### src/hw/rtl/ssrl_pkg.sv
// ----------------------------------------------------------------------------
// ssrl_pkg: shared types and constants of the soft-start ramp limiter
// Field widths, register indexes, reset values, microcode word layout.
// ----------------------------------------------------------------------------
package ssrl_pkg;

   localparam int NUM_WHEELS  = 4;
   localparam int WHEEL_IDX_W = (NUM_WHEELS > 1) ? $clog2(NUM_WHEELS) : 1;

   localparam int PWM_W     = 15;              // signed wheel command
   localparam int LIM_W     = 14;              // limit / config magnitudes
   localparam int MAG_W     = PWM_W;           // |command| reaches 16384
   localparam int PROD_W    = MAG_W + LIM_W;   // |command| * limit
   localparam int DIV_STEPS = LIM_W;           // quotient never above limit
   localparam int CNT_W     = $clog2(DIV_STEPS);

   typedef logic signed [PWM_W-1:0] pwm_type;
   typedef logic [LIM_W-1:0]        lim_type;
   typedef logic [MAG_W-1:0]        mag_type;

   // configuration port
   localparam int CSR_IDX_W = 3;
   localparam logic [CSR_IDX_W-1:0] CSR_RAMP_ENABLE   = 3'd0;
   localparam logic [CSR_IDX_W-1:0] CSR_INITIAL_LIMIT = 3'd1;
   localparam logic [CSR_IDX_W-1:0] CSR_RAMP_STEP     = 3'd2;
   localparam logic [CSR_IDX_W-1:0] CSR_MAX_DUTY      = 3'd3;

   localparam logic    RAMP_ENABLE_RST   = 1'b1;
   localparam lim_type INITIAL_LIMIT_RST = 14'd1000;
   localparam lim_type RAMP_STEP_RST     = 14'd100;
   localparam lim_type MAX_DUTY_RST      = 14'd10000;

   typedef struct packed {
      logic    ramp_enable;
      lim_type initial_limit;
      lim_type ramp_step;
      lim_type max_duty;
   } cfg_type;

   // microcode
   typedef logic [3:0] step_type;

   localparam step_type ST_IDLE     = 4'd0;
   localparam step_type ST_CHECK    = 4'd1;
   localparam step_type ST_MAX      = 4'd2;
   localparam step_type ST_TEST     = 4'd3;
   localparam step_type ST_DIV_LOAD = 4'd4;
   localparam step_type ST_DIV_RUN  = 4'd5;
   localparam step_type ST_DIV_DONE = 4'd6;
   localparam step_type ST_RAMP     = 4'd7;
   localparam step_type ST_OUT      = 4'd8;
   localparam step_type ST_STOP     = 4'd9;

   typedef enum logic [3:0] {
      OP_NOP,
      OP_MAX_INIT,
      OP_MAX_STEP,
      OP_DIV_INIT,
      OP_DIV_START,
      OP_DIV_ITER,
      OP_DIV_STORE,
      OP_RAMP,
      OP_LOAD_OUT,
      OP_STOP
   } op_type;

   typedef enum logic [2:0] {
      CND_NEXT,
      CND_ALWAYS,
      CND_NO_REQ,
      CND_STOP,
      CND_IDX_MORE,
      CND_NO_SCALE,
      CND_DIV_MORE,
      CND_OUT_BUSY
   } cond_type;

   // cond true: jump to target; else done ? idle : next step
   typedef struct packed {
      op_type   op;
      cond_type cond;
      step_type target;
      logic     done;
   } ctrl_type;

   typedef struct packed {
      logic action;
      logic idx_more;
      logic no_scale;
      logic div_more;
      logic out_busy;
   } stat_type;

endpackage

### src/hw/rtl/ssrl_ucode_rom.sv
// ----------------------------------------------------------------------------
// ssrl_ucode_rom: microprogram of the ramp limiter
// One control word per step: datapath op, jump condition, jump target.
// ----------------------------------------------------------------------------
module ssrl_ucode_rom import ssrl_pkg::*; (
   input  step_type pc,
   output ctrl_type ctrl
);

   always_comb begin
      case (pc)
         ST_IDLE:     ctrl = '{OP_NOP,       CND_NO_REQ,   ST_IDLE,     1'b0};
         ST_CHECK:    ctrl = '{OP_MAX_INIT,  CND_STOP,     ST_STOP,     1'b0};
         ST_MAX:      ctrl = '{OP_MAX_STEP,  CND_IDX_MORE, ST_MAX,      1'b0};
         ST_TEST:     ctrl = '{OP_DIV_INIT,  CND_NO_SCALE, ST_RAMP,     1'b0};
         ST_DIV_LOAD: ctrl = '{OP_DIV_START, CND_NEXT,     ST_IDLE,     1'b0};
         ST_DIV_RUN:  ctrl = '{OP_DIV_ITER,  CND_DIV_MORE, ST_DIV_RUN,  1'b0};
         ST_DIV_DONE: ctrl = '{OP_DIV_STORE, CND_IDX_MORE, ST_DIV_LOAD, 1'b0};
         ST_RAMP:     ctrl = '{OP_RAMP,      CND_NEXT,     ST_IDLE,     1'b0};
         ST_OUT:      ctrl = '{OP_LOAD_OUT,  CND_OUT_BUSY, ST_OUT,      1'b1};
         ST_STOP:     ctrl = '{OP_STOP,      CND_ALWAYS,   ST_OUT,      1'b0};
         default:     ctrl = '{OP_NOP,       CND_ALWAYS,   ST_IDLE,     1'b0};
      endcase
   end

endmodule

### src/hw/rtl/ssrl_sequencer.sv
// ----------------------------------------------------------------------------
// ssrl_sequencer: step counter with conditional jumps
// Evaluates the control word's condition against datapath status.
// ----------------------------------------------------------------------------
module ssrl_sequencer import ssrl_pkg::*; (
   input  logic     clock,
   input  logic     reset,
   input  logic     req_valid,
   input  ctrl_type ctrl,
   input  stat_type stat,
   output step_type pc
);

   step_type pc_ff, pc_in;
   logic     take;

   always_comb begin
      case (ctrl.cond)
         CND_NEXT:     take = 1'b0;
         CND_ALWAYS:   take = 1'b1;
         CND_NO_REQ:   take = !req_valid;
         CND_STOP:     take = stat.action;
         CND_IDX_MORE: take = stat.idx_more;
         CND_NO_SCALE: take = stat.no_scale;
         CND_DIV_MORE: take = stat.div_more;
         CND_OUT_BUSY: take = stat.out_busy;
         default:      take = 1'b0;
      endcase
   end

   always_comb begin
      if (take) begin
         pc_in = ctrl.target;
      end else if (ctrl.done) begin
         pc_in = ST_IDLE;
      end else begin
         pc_in = pc_ff + 4'd1;
      end
   end

   always_ff @(posedge clock) begin
      if (reset) begin
         pc_ff <= ST_IDLE;
      end else begin
         pc_ff <= pc_in;
      end
   end

   assign pc = pc_ff;

endmodule

### src/hw/rtl/ssrl_datapath.sv
// ----------------------------------------------------------------------------
// ssrl_datapath: command registers, max search, bit-serial divider, ramp
// Driven by one microcode op per cycle; holds the result register.
// ----------------------------------------------------------------------------
module ssrl_datapath import ssrl_pkg::*; (
   input  logic     clock,
   input  logic     reset,
   input  ctrl_type ctrl,
   input  cfg_type  cfg,
   input  logic     req_fire,
   input  logic     req_action,
   input  pwm_type  req_pwm [NUM_WHEELS],
   input  logic     rsp_stall,
   output stat_type stat,
   output logic     rsp_valid,
   output pwm_type  rsp_pwm [NUM_WHEELS],
   output logic     rsp_scaled
);

   logic                   action_ff, action_in;
   pwm_type                pwm_ff [NUM_WHEELS];
   pwm_type                pwm_in [NUM_WHEELS];
   logic [WHEEL_IDX_W-1:0] idx_ff, idx_in;
   mag_type                max_ff, max_in;
   mag_type                rem_ff, rem_in;
   lim_type                quo_ff, quo_in;
   logic [CNT_W-1:0]       cnt_ff, cnt_in;
   logic                   scaled_ff, scaled_in;
   lim_type                limit_ff, limit_in;

   logic                   rsp_valid_ff, rsp_valid_in;
   pwm_type                out_pwm_ff [NUM_WHEELS];
   pwm_type                out_pwm_in [NUM_WHEELS];
   logic                   out_scaled_ff, out_scaled_in;

   pwm_type                cur_pwm;
   logic                   cur_neg;
   mag_type                cur_mag;
   logic [PROD_W-1:0]      prod;
   logic [MAG_W:0]         shifted;
   logic [MAG_W:0]         diff;
   logic                   ge;
   pwm_type                q_pwm;
   logic [LIM_W:0]         ramp_sum;
   logic                   any_nz;
   logic                   out_busy;
   logic                   load_out;

   // current wheel under the shared max / divide unit
   assign cur_pwm = pwm_ff[idx_ff];
   assign cur_neg = cur_pwm[PWM_W-1];
   assign cur_mag = cur_neg ? (~mag_type'(cur_pwm) + mag_type'(1)) : mag_type'(cur_pwm);
   assign prod    = PROD_W'(cur_mag) * PROD_W'(limit_ff);

   // restoring divide step, one quotient bit per cycle
   assign shifted = {rem_ff, quo_ff[LIM_W-1]};
   assign diff    = shifted - {1'b0, max_ff};
   assign ge      = shifted >= {1'b0, max_ff};
   assign q_pwm   = pwm_type'({1'b0, quo_ff});

   assign ramp_sum = {1'b0, limit_ff} + {1'b0, cfg.ramp_step};

   always_comb begin
      any_nz = 1'b0;
      for (int i = 0; i < NUM_WHEELS; i++) begin
         any_nz = any_nz | (pwm_ff[i] != '0);
      end
   end

   assign out_busy = rsp_valid_ff && rsp_stall;
   assign load_out = (ctrl.op == OP_LOAD_OUT) && !out_busy;

   assign stat.action   = action_ff;
   assign stat.idx_more = idx_ff != WHEEL_IDX_W'(NUM_WHEELS - 1);
   assign stat.no_scale = !cfg.ramp_enable || (limit_ff == '0) ||
                          (max_ff <= mag_type'(limit_ff));
   assign stat.div_more = cnt_ff != CNT_W'(DIV_STEPS - 1);
   assign stat.out_busy = out_busy;

   always_comb begin
      action_in = action_ff;
      pwm_in    = pwm_ff;
      idx_in    = idx_ff;
      max_in    = max_ff;
      rem_in    = rem_ff;
      quo_in    = quo_ff;
      cnt_in    = cnt_ff;
      scaled_in = scaled_ff;
      limit_in  = limit_ff;

      if (req_fire) begin
         action_in = req_action;
         pwm_in    = req_pwm;
         scaled_in = 1'b0;
      end

      case (ctrl.op)
         OP_NOP, OP_LOAD_OUT: begin
         end
         OP_MAX_INIT: begin
            idx_in = '0;
            max_in = '0;
         end
         OP_MAX_STEP: begin
            if (cur_mag > max_ff) begin
               max_in = cur_mag;
            end
            idx_in = idx_ff + 1'b1;
         end
         OP_DIV_INIT: begin
            idx_in = '0;
         end
         OP_DIV_START: begin
            // top bits already below the divisor: quotient fits LIM_W bits
            rem_in = prod[PROD_W-1 -: MAG_W];
            quo_in = prod[LIM_W-1:0];
            cnt_in = '0;
         end
         OP_DIV_ITER: begin
            rem_in = ge ? diff[MAG_W-1:0] : shifted[MAG_W-1:0];
            quo_in = {quo_ff[LIM_W-2:0], ge};
            cnt_in = cnt_ff + 1'b1;
         end
         OP_DIV_STORE: begin
            pwm_in[idx_ff] = cur_neg ? -q_pwm : q_pwm;
            scaled_in      = 1'b1;
            idx_in         = idx_ff + 1'b1;
         end
         OP_RAMP: begin
            if (cfg.ramp_enable) begin
               if (!any_nz) begin
                  limit_in = cfg.initial_limit;
               end else if (limit_ff < cfg.max_duty) begin
                  limit_in = (ramp_sum > {1'b0, cfg.max_duty}) ? cfg.max_duty
                                                               : ramp_sum[LIM_W-1:0];
               end
            end
         end
         OP_STOP: begin
            for (int i = 0; i < NUM_WHEELS; i++) begin
               pwm_in[i] = '0;
            end
            scaled_in = 1'b0;
            limit_in  = cfg.initial_limit;
         end
         default: begin
         end
      endcase
   end

   always_comb begin
      out_pwm_in    = out_pwm_ff;
      out_scaled_in = out_scaled_ff;
      rsp_valid_in  = rsp_valid_ff && rsp_stall;
      if (load_out) begin
         out_pwm_in    = pwm_ff;
         out_scaled_in = scaled_ff;
         rsp_valid_in  = 1'b1;
      end
   end

   always_ff @(posedge clock) begin
      if (reset) begin
         limit_ff     <= INITIAL_LIMIT_RST;
         rsp_valid_ff <= 1'b0;
      end else begin
         limit_ff     <= limit_in;
         rsp_valid_ff <= rsp_valid_in;
      end
   end

   always_ff @(posedge clock) begin
      action_ff     <= action_in;
      pwm_ff        <= pwm_in;
      idx_ff        <= idx_in;
      max_ff        <= max_in;
      rem_ff        <= rem_in;
      quo_ff        <= quo_in;
      cnt_ff        <= cnt_in;
      scaled_ff     <= scaled_in;
      out_pwm_ff    <= out_pwm_in;
      out_scaled_ff <= out_scaled_in;
   end

   assign rsp_valid  = rsp_valid_ff;
   assign rsp_pwm    = out_pwm_ff;
   assign rsp_scaled = out_scaled_ff;

`ifndef SYNTHESIS
   a_rem_below_divisor: assert property (@(posedge clock) disable iff (reset)
      (ctrl.op == OP_DIV_ITER) |-> (rem_ff < max_ff))
      else $error("divider remainder not below divisor");

   a_quotient_within_limit: assert property (@(posedge clock) disable iff (reset)
      (ctrl.op == OP_DIV_STORE) |-> (quo_ff <= limit_ff))
      else $error("scaled magnitude above ramp limit");

   a_scaled_needs_enable: assert property (@(posedge clock) disable iff (reset)
      (load_out && scaled_ff) |-> cfg.ramp_enable)
      else $error("scaled result with limiting disabled");

   a_stop_skips_search: assert property (@(posedge clock) disable iff (reset)
      (ctrl.op == OP_MAX_STEP) |-> !action_ff)
      else $error("max search entered on a stop request");
`endif

endmodule

### src/hw/rtl/soft_start_pwm_ramp_limiter_unit.sv
// ----------------------------------------------------------------------------
// soft_start_pwm_ramp_limiter_unit: soft-start ramp limiter for wheel PWM
// Path: max search over all wheels, then one divide per wheel when scaling;
//   a stop skips both, zeroes the commands and resets the ramp limit.
// Throughput: one request at a time; the shared bit-serial divider (one
//   quotient bit per cycle, per wheel) sets the scaling case.
// The next request is taken as soon as the result is in the output register.
// Reset: sync, active high; config regs to defaults, ramp limit to 1000.
// ----------------------------------------------------------------------------
module soft_start_pwm_ramp_limiter_unit import ssrl_pkg::*; (
   input  logic                 clock,
   input  logic                 reset,

   // request channel
   input  logic                 req_valid,
   output logic                 req_stall,
   input  logic                 req_action,
   input  pwm_type              req_wheel_pwm_0,
   input  pwm_type              req_wheel_pwm_1,
   input  pwm_type              req_wheel_pwm_2,
   input  pwm_type              req_wheel_pwm_3,

   // result channel
   output logic                 rsp_valid,
   input  logic                 rsp_stall,
   output pwm_type              rsp_out_pwm_0,
   output pwm_type              rsp_out_pwm_1,
   output pwm_type              rsp_out_pwm_2,
   output pwm_type              rsp_out_pwm_3,
   output logic                 rsp_was_scaled,

   // config write port
   input  logic                 csr_valid,
   output logic                 csr_ready,
   input  logic [CSR_IDX_W-1:0] csr_index,
   input  lim_type              csr_wdata
);

   // config registers
   logic     ramp_enable_ff,   ramp_enable_in;
   lim_type  initial_limit_ff, initial_limit_in;
   lim_type  ramp_step_ff,     ramp_step_in;
   lim_type  max_duty_ff,      max_duty_in;
   cfg_type  cfg;

   step_type pc;
   ctrl_type ctrl;
   stat_type stat;
   logic     req_fire;
   pwm_type  req_pwm [NUM_WHEELS];
   pwm_type  rsp_pwm [NUM_WHEELS];

   // writes land directly in the config registers, so the port is always ready
   assign csr_ready = 1'b1;

   always_comb begin
      ramp_enable_in   = ramp_enable_ff;
      initial_limit_in = initial_limit_ff;
      ramp_step_in     = ramp_step_ff;
      max_duty_in      = max_duty_ff;
      if (csr_valid) begin
         case (csr_index)
            CSR_RAMP_ENABLE:   ramp_enable_in   = csr_wdata[0];
            CSR_INITIAL_LIMIT: initial_limit_in = csr_wdata;
            CSR_RAMP_STEP:     ramp_step_in     = csr_wdata;
            CSR_MAX_DUTY:      max_duty_in      = csr_wdata;
            default: begin
               // unmapped index: write dropped
            end
         endcase
      end
   end

   always_ff @(posedge clock) begin
      if (reset) begin
         ramp_enable_ff   <= RAMP_ENABLE_RST;
         initial_limit_ff <= INITIAL_LIMIT_RST;
         ramp_step_ff     <= RAMP_STEP_RST;
         max_duty_ff      <= MAX_DUTY_RST;
      end else begin
         ramp_enable_ff   <= ramp_enable_in;
         initial_limit_ff <= initial_limit_in;
         ramp_step_ff     <= ramp_step_in;
         max_duty_ff      <= max_duty_in;
      end
   end

   assign cfg.ramp_enable   = ramp_enable_ff;
   assign cfg.initial_limit = initial_limit_ff;
   assign cfg.ramp_step     = ramp_step_ff;
   assign cfg.max_duty      = max_duty_ff;

   // request taken only while the sequencer sits in its idle step
   assign req_stall = (pc != ST_IDLE);
   assign req_fire  = req_valid && !req_stall;

   assign req_pwm[0] = req_wheel_pwm_0;
   assign req_pwm[1] = req_wheel_pwm_1;
   assign req_pwm[2] = req_wheel_pwm_2;
   assign req_pwm[3] = req_wheel_pwm_3;

   ssrl_ucode_rom u_rom (
      .pc   (pc),
      .ctrl (ctrl)
   );

   ssrl_sequencer u_seq (
      .clock     (clock),
      .reset     (reset),
      .req_valid (req_valid),
      .ctrl      (ctrl),
      .stat      (stat),
      .pc        (pc)
   );

   ssrl_datapath u_dp (
      .clock      (clock),
      .reset      (reset),
      .ctrl       (ctrl),
      .cfg        (cfg),
      .req_fire   (req_fire),
      .req_action (req_action),
      .req_pwm    (req_pwm),
      .rsp_stall  (rsp_stall),
      .stat       (stat),
      .rsp_valid  (rsp_valid),
      .rsp_pwm    (rsp_pwm),
      .rsp_scaled (rsp_was_scaled)
   );

   assign rsp_out_pwm_0 = rsp_pwm[0];
   assign rsp_out_pwm_1 = rsp_pwm[1];
   assign rsp_out_pwm_2 = rsp_pwm[2];
   assign rsp_out_pwm_3 = rsp_pwm[3];

endmodule

### config.mk
export PLATFORM = sky130hd
export DESIGN_NAME = soft_start_pwm_ramp_limiter_unit
export DESIGN_NICKNAME = d
export VERILOG_FILES = /design/src/hw/rtl/ssrl_pkg.sv /design/src/hw/rtl/ssrl_ucode_rom.sv /design/src/hw/rtl/ssrl_sequencer.sv /design/src/hw/rtl/ssrl_datapath.sv /design/src/hw/rtl/soft_start_pwm_ramp_limiter_unit.sv
export SDC_FILE = /design/constraint.sdc
export NUM_CORES = 1
export LEC_CHECK = 0
export BUFFER_PORTS_ARGS = -buffer_cell sky130_fd_sc_hd__buf_2
export CORE_ASPECT_RATIO = 1.25
export CORE_MARGIN = 8
export CORE_UTILIZATION = 55
export CTS_CLUSTER_SIZE = 40
export DETAILED_ROUTE_END_ITERATION = 7
export GPL_TIMING_DRIVEN = 0
export PLACE_DENSITY = 0.84
export SYNTH_ARGS = -nofsm -noshare
export SYNTH_HDL_FRONTEND = slang
export SYNTH_HIERARCHICAL = 1
export SYNTH_SLANG_ARGS = --single-unit
export TNS_END_PERCENT = 30
### constraint.sdc
create_clock -name clock -period 15.8 [get_ports clock]
set_input_delay 1.58 -clock clock [delete_from_list [all_inputs] [get_ports clock]]
set_output_delay 1.58 -clock clock [all_outputs]
set_load 0.03 [all_outputs]
==> out/metrics.yaml <==
synth.largest_area_cell: "edfxtp_1"
core_area_um2: 37170
synth_top_area_share_pct: 16.41
yosysWarnings: 6
setup_slack_ns: 5.320
grt_pass1_vias: 17900
critPathBufInv: 8
cts_buffer_depth: 3
grt_setup_unrepaired: "false"
io_pins: 147
wl_per_cell_um: 21.79
portBuffers: 145
synth_ff_type: "dfxtp_1"
relSlewSlack_pct: -6.797
worst_pin_slew_ns: 1.591
clock_latency_ns: 0.54
first_iter_violations: 1822
finClkSkew_ns: 0.01297
die_w_um: 189.5
seq_area_frac_synth_pct: 28.21
dpl.hpwl_um: 49290
via_per_inst: 6.046
ant_nets: 0
syn-cell-area_um2: 20680
synth_xor_area_share_pct: 3.049
synth_area_per_cell_um2: 9.436
fin_nets: 2793
synth_seq_cells: 235
synthSimpleGateAreaFrac_pct: 16.50
synth_compound_area_share_pct: 10.58
max_cap_viol_count: 3
grt_max_degree: 40
globalplace.congestion: 0.9745
n_antenna_cell: 0
die_area_um2: 44110
path_class: "reg2reg"
drc: 0
synthTopCellsByArea: "edfxtp_1, fa_1, dfxtp_1"
drt-pass1-iter-count: 7
ctsHoldBuffers: 0
htree_levels: 1
syn_inst: 2192
final.fill_count: 3047
cts_setup_buffers: 0
tns_ns: 0
synth.distinct_cells: 82
syn_to_final_growth_pct: 10.40
period_minus_slack_ns: 10.48
synth_fa_ha_area_share_pct: 26.50
register_area_um2: 5836
violations: "capacitance limit, slew limit"
vias: 17350
numCtsBuffers: 24
setup_violations: 0
finalNonFillerCells: 2869
routed_wl_um: 62510
critPathLaunchType: "flop"
synth_edf_count: 113
drv_slew: 21
rows: 79
synth_fp_nets: 2620
final-hold-violation-count: 0
grt-ovfl-total: 0
outcome: "finished, violations left"
synth_top_family_by_area: "adder cells"
post_cts_resize_count: 0
clk_pin_slew_ns: 0.07
cts_root_buf: "clkbuf_16"
place_ws_ns: 5.514
cpLargestDelayFamily: "adder cells"
crit_arrival_ns: 10.76
die_y_um: 232.8
hp-class: "reg2reg"
drive_gt1_share_pct: 12.30
grt_use_total_pct: 28.24
required_ns: 16.08
critPathMaxFanout: 11
async_flop_share_pct: 0
cts.sinks: 235
synthMuxAreaShare_pct: 8.753
start_util_pct: 55.65
grt_pass1_wl_um: 97780
setup.worst_path.end_class: "flop"
max_freq_mhz: 95.42
multi_input_area_um2: 13550
post-place-cells: 2825
cts_tree: "yes"
post-route-period-util_pct: 66.33
critPathMaxStageDelay_ns: 0.56
antenna_found_initial: 0
crit_slowest_cell: "mux4_2"
area by class of cell:
class,instances,area share [%]
Clock inverter,18,0.5917
Tap cell,486,2.663
Multi-Input combinational cell,1622,59.33
Inverter,245,4.038
Buffer,90,1.748
Timing Repair Buffer,147,3.315
Sequential cell,235,25.55
Clock buffer,26,2.756
synthesized netlist by cell type, types with 11 or more instances:
| master | n |
|---|---|
| xor2_1 | 33 |
| and2_1 | 52 |
| o21ai_0 | 130 |
| o211ai_1 | 11 |
| nand4_1 | 12 |
| nor2_1 | 176 |
| fa_1 | 155 |
| nor2b_1 | 27 |
| nor3_1 | 18 |
| a21oi_1 | 62 |
| nand2_1 | 218 |
| a211oi_1 | 18 |
| o31ai_1 | 23 |
| mux4_2 | 15 |
| a211o_1 | 16 |
| a21o_1 | 21 |
| ha_1 | 190 |
| nor4_1 | 23 |
| o21a_1 | 19 |
| nand3_1 | 65 |
| inv_1 | 239 |
| edfxtp_1 | 113 |
| clkbuf_1 | 70 |
| xnor2_1 | 39 |
| nand2b_1 | 62 |
| mux2i_1 | 86 |
| mux2_2 | 52 |
| or3_1 | 12 |
| dfxtp_1 | 122 |
metal layers:
| layer | track usage, % | routed length (um) | up-vias |
|---|---|---|---|
| met5 | 0 | 0 | - |
| met4 | 20.69 | 5027 | 0 |
| met3 | 4.194 | 4895 | 286 |
| met2 | 49.73 | 30560 | 971 |
| met1 | 30.60 | 22030 | 8243 |
| li1 | - | - | 7845 |
stage by stage:
| stage | hold slack (ns) | util, % | cell area [um^2] |
|---|---|---|---|
| finish | 0.4242 | 61.44 | 22840 |
| global route | 0.4309 | 61.44 | 22840 |
| CTS | 0.4283 | 61.44 | 22840 |
| detailed placement | 0.4045 | 59.39 | 22070 |
| global placement | 0.4140 | 59.24 | 22020 |
| floorplan | 0.4003 | - | 20680 |
cells in the final DEF, fill, tap and decap left out, drive strengths merged, types with 63 or more instances in the layout:
cell type and n:
edfxtp 113, clkbuf 96, inv 245, nand2 220, nand2b 63, dfxtp 122, o21ai 132, buf 167
fa 155, nand3 65, mux2i 86, ha 190, nor2 177
registers in the layout (all words and copies together) (netlist names), 2 cells and up:
name / cells
initial_limit_ff: 14
max_duty_ff: 14
ramp_step_ff: 14
u_dp/cnt_ff: 4
u_dp/idx_ff: 2
u_dp/limit_ff: 14
u_dp/max_ff: 15
u_dp/pwm_ff: 60
u_dp/quo_ff: 14
u_dp/rem_ff: 15
u_dp/rsp_pwm: 60
u_seq/pc: 4
path summary, 6_finish.rpt:
path                  startpoint         endpoint  slack (ns)  depth (start not counted)
setup / recovery  u_dp/idx_ff[1]  u_dp/rem_ff[14]        5.32                         32
hold / removal    u_dp/scaled_ff  u_dp/rsp_scaled        0.42                          0
setup reg to reg  u_dp/idx_ff[1]  u_dp/rem_ff[14]        5.32                         32
hold reg to reg   u_dp/scaled_ff  u_dp/rsp_scaled        0.42                          0
cells by family (layout without fill, tap and decap cells):
kind of cell             after synthesis  count (layout)
buffers and inverters                335             526
adder cells (fa/ha/maj)              345             345
AO/OA/AOI/OAI                        347             347
multiplexers                         155             155
XOR/XNOR                              72              72
flip-flops                           235             235
AND/OR/NAND/NOR                      702             702
other                                  1               1
Power is not shown: default switching activity piles up to over one toggle a cycle in this logic, so the estimate is an artifact.
